**src/hvn_pkg.sv**
```systemverilog
`timescale 1ns / 1ps
`default_nettype none
package hvn_pkg;

  localparam logic [31:0] HASH_MUL_X = 32'd374761393;
  localparam logic [31:0] HASH_MUL_Z = 32'd668265263;
  localparam logic [31:0] HASH_ADD   = 32'd20260509;
  localparam logic [31:0] HASH_MIX   = 32'd1274126177;
  localparam logic [16:0] ONE_Q16    = 17'd65536;
  localparam logic [17:0] THREE_Q16  = 18'd196608;

  localparam logic [15:0] FREQ_RESET = 16'd9;
  localparam logic [31:0] SALT_RESET = 32'd13;

  localparam int CFG_IDX_BITS = 2;

  typedef enum logic [CFG_IDX_BITS-1:0] {
    REG_CELL_FREQ = 2'd0,
    REG_HASH_SALT = 2'd1,
    REG_SPARE_A   = 2'd2,
    REG_SPARE_B   = 2'd3
  } cfg_reg_t;

  // queue status towards front and back
  typedef struct packed {
    logic full;
    logic empty;
  } q_stat_t;

endpackage
`default_nettype wire

```
**src/hvn_fifo.sv**
```systemverilog
`timescale 1ns / 1ps
`default_nettype none
// Short queue between divider front and hash/blend back.
module hvn_fifo #(
  parameter int W = 64
) (
  input  wire logic             clk,
  input  wire logic             rst_n,
  input  wire logic             push,
  input  wire logic [W-1:0]     wdata,
  input  wire logic             pop,
  output logic [W-1:0]          rdata,
  output hvn_pkg::q_stat_t      stat
);
  import hvn_pkg::*;

  logic [W-1:0] mem [4];
  logic [1:0]   wp_r, rp_r;
  logic [2:0]   cnt_r;

  always_ff @(posedge clk) begin
    if (!rst_n) begin
      wp_r  <= 2'd0;
      rp_r  <= 2'd0;
      cnt_r <= 3'd0;
    end else begin
      if (push) wp_r <= wp_r + 2'd1;
      if (pop)  rp_r <= rp_r + 2'd1;
      cnt_r <= cnt_r + {2'd0, push} - {2'd0, pop};
    end
  end

  always_ff @(posedge clk) begin
    if (push) begin
      mem[wp_r] <= wdata;
    end
  end

  assign rdata      = mem[rp_r];
  assign stat.full  = cnt_r == 3'd4;
  assign stat.empty = cnt_r == 3'd0;

`ifndef SYNTHESIS
  a_no_overflow: assert property (@(posedge clk) disable iff (!rst_n)
    !(push && stat.full)) else $error("push into full queue");
  a_no_underflow: assert property (@(posedge clk) disable iff (!rst_n)
    !(pop && stat.empty)) else $error("pop from empty queue");
  a_count: assert property (@(posedge clk) disable iff (!rst_n)
    (push && !pop) |=> cnt_r == $past(cnt_r) + 3'd1) else $error("count slip");
`endif

endmodule
`default_nettype wire

```
**config.mk**
```make
export PLATFORM = sky130hd
export DESIGN_NAME = hvn_fifo
export DESIGN_NICKNAME = d
export VERILOG_FILES = /design/src/hvn_pkg.sv /design/src/hvn_fifo.sv
export SDC_FILE = /design/constraint.sdc
export NUM_CORES = 1
export LEC_CHECK = 0
export BUFFER_PORTS_ARGS = -buffer_cell sky130_fd_sc_hd__buf_4
export CAP_MARGIN = 20
export CORE_AREA = 2 2 134 136
export DETAILED_ROUTE_END_ITERATION = 7
export DIE_AREA = 0 0 136 138
export PLACE_DENSITY_LB_ADDON = 0.15
export SLEW_MARGIN = 20
export SYNTH_ARGS = -nofsm -noshare
export SYNTH_HDL_FRONTEND = slang
export SYNTH_SLANG_ARGS = --single-unit
```
**constraint.sdc**
```tcl
create_clock -name clk -period 2.9 [get_ports clk]
set_input_delay 0.145 -clock clk [delete_from_list [all_inputs] [get_ports clk]]
set_output_delay 0.145 -clock clk [all_outputs]
set_load 0.005 [all_outputs]
```
==> qor.csv <==
metric;value;unit
post_cts.resized_instances;0;
layout.cells.most_common;edfxtp_1;
leakagePower;4.33;nW
delay_contributed_by_the_slowest_stage_of_the_critical_path;0.62;ns
holdCritPathClass;in2reg;
dr_wl_met2;8940;µm
path_clk_slew;0.06;ns
synthesized_flop_and_latch_total;265;
cp_slowest_cell;dfxtp_4;
power_density;692;nW/µm²
critical_path.max_fanout;21;
detail_route.wl_per_cell;20.4;µm
period_share;0.811;
met3RoutedLength;959;µm
p_int;0.00692;W
grt.total_usage;0.190;
top_signal_layer_used;met4;
p_comb_frac;0.106;
worst_clock_skew;0.0123;ns
worstSkewPairLatency;0.51;ns
power_switching;0.00176;W
route.detailed.vias_per_inst;5.41;
asr_flop_ratio_synth;0;
irDropWorstVdd;0.000513;V
first_pass_iters;4;
netlist_instances;377;
final_critical_path_setup_slack;0.549;ns
mappedNetlistNets;452;
maxSlewViolCount;0;
setup_viol_count_final;0;
power_frac_seq;0.516;
worst_path_dominant_cell_family;flip-flops;
clk_root_buffer_cell;clkbuf_16;
timing_worst_setup_path_type;reg2out;
p_sw_frac;0.203;
cts_tree;done;
synth_top_flop_cell;edfxtp_1;
grt_start_max_net_pins;38;
grt_antenna_before_repair;1;
synth_area;9750;µm²
place.gp.congestion;0.713;
synth_edf_count;256;
die_h;138;µm
synthDistinctLibCells;21;
critical_path_arrival;2.21;ns
actual_transition_at_the_worst_max_transition_pin;0.545;ns
cp.buffers_inverters;2;
worst-endpoint-required;2.76;ns
worstSetupEndpointType;output pin;
unrepaired_setup_endpoints_after_global_routing;false;
wl_met1;7060;µm
max-cap-violations;0;
detail_route.wirelength;17300;µm
area_grow_syn2layout;28.7;%
worst_slew_margin_relative_to_its_limit;0.636;
power_frac_clock;0.379;
starting_density;0.556;
critical_path.cell_chain;buf_4, mux4_2, buf_4;
initialDrtViolationCount;293;
dieArea;18800;µm²
path_common_cell;buf_4;
first_pass_grt_wire_length;27100;µm
finish.net_count;674;
drtAntennaViolNets;0;
detailedPlace.worstSlack;1.01;ns
finalSetupTns;0;ns
timing.critical_path.from_type;register;
hpwl;9850;µm
core_region_area;17500;µm²
final_cell_mix;edfxtp_1, buf_4, dlygate4sd3_1;
num_vias;4591;
floorplan.io_pins;134;
io_buffers;133;
cts_num_sinks;265;
synthesis.yosys.warnings;0;
achievable-frequency;425;MHz
timing.final.hold_violations;0;
drcViolationCount;0;
drive_gt1_frac;0.397;
seq_area_frac_synth;0.807;
outcome;complete, no violations;
grt_overflow_total;0;
via_count_of_the_first_global_routing_pass;4953;
floorplan.rows;49;
clk_path_buf_depth;3;
fin_crit;2.35;ns
cts_buffers;26;
syn_area_per_cell;25.9;µm²
cts_max_level;1;
die-width;136;µm
-- final timing paths --
kind	start	end	slack (ns)	depth (start not counted)
setup reg to reg	cnt_r[0]	cnt_r[2]	1.08	7
hold reg to reg	rp_r[1]	register	0.53	2
hold / removal	wdata[58]	mem[1][58]	0.38	2
setup / recovery	register	rdata[40]	0.55	3
-- synth_stat cells, types with 2 or more instances --
| library cell | instances | share of area |
|---|---|---|
| ha_1 | 6 | 0.0077 |
| inv_1 | 7 | 0.0027 |
| buf_2 | 6 | 0.0031 |
| and2_1 | 6 | 0.0038 |
| edfxtp_1 | 256 | 0.79 |
| xnor2_1 | 2 | 0.0018 |
| dfxtp_1 | 9 | 0.018 |
| buf_12 | 6 | 0.012 |
| nor2_1 | 5 | 0.0019 |
| mux4_2 | 60 | 0.14 |
| mux4_1 | 4 | 0.011 |
-- power by group through the flow --
stage / logic (W) / clock network, W / registers, W
3_5_place_dp: 0.000855 / 0 / 0.00456
2_1_floorplan: 0.000467 / 0 / 0.00452
4_1_cts: 0.000935 / 0.00335 / 0.00448
6_report: 0.000918 / 0.00329 / 0.00448
3_3_place_gp: 0.000840 / 0 / 0.00455
5_1_grt: 0.000992 / 0.00351 / 0.00449
-- metrics by stage --
stage	instances	power, W	hold WS (ns)	instance area [µm²]	utilization
after global placement	733	0.00539	0.342	11000	0.629
after detailed placement	733	0.00542	0.348	11000	0.629
final	849	0.00868	0.375	12500	0.716
after floorplan	377	0.00499	0.244	9750	-
after CTS	848	0.00877	0.342	12500	0.716
after global routing	849	0.00899	0.352	12500	0.716
-- registers in the layout, summed over array words and instances, names as in the netlist, named ones only --
register  flops
mem         256
wp_r          2
rp_r          2
cnt_r         3
-- layout make-up --
cell class,instances,area (µm²)
clock inverters,15,154
multi-input cells,91,1700
fillers,1081,4980
clock buffers,33,698
flip-flops and latches,265,7880
repair buffers,208,1800
well taps,229,287
inverters,7,26.3
diodes,1,2.50
-- per-layer routing --
layer | up-vias | track usage
li1 | 2049 | -
met1 | 2375 | 0.258
met2 | 144 | 0.313
met3 | 23 | 0.0374
met4 | 0 | 0.0620
met5 | - | 0
-- cells by family after synthesis --
logic type / count (synthesis) / share of synthesized area
xor+xnor: 3 / 0.00423
buf+inv: 21 / 0.0198
mux: 65 / 0.150
flops: 265 / 0.807
compound gates: 2 / 0.00154
simple gates: 14 / 0.00770
fa+ha+maj: 7 / 0.00975
-- what timing repair did --
action	CTS	global route
hold endpoints to repair	265	0
buffers inserted	0	0
hold buffers	67	0
Note: power is estimated with default switching activity, not from simulation.
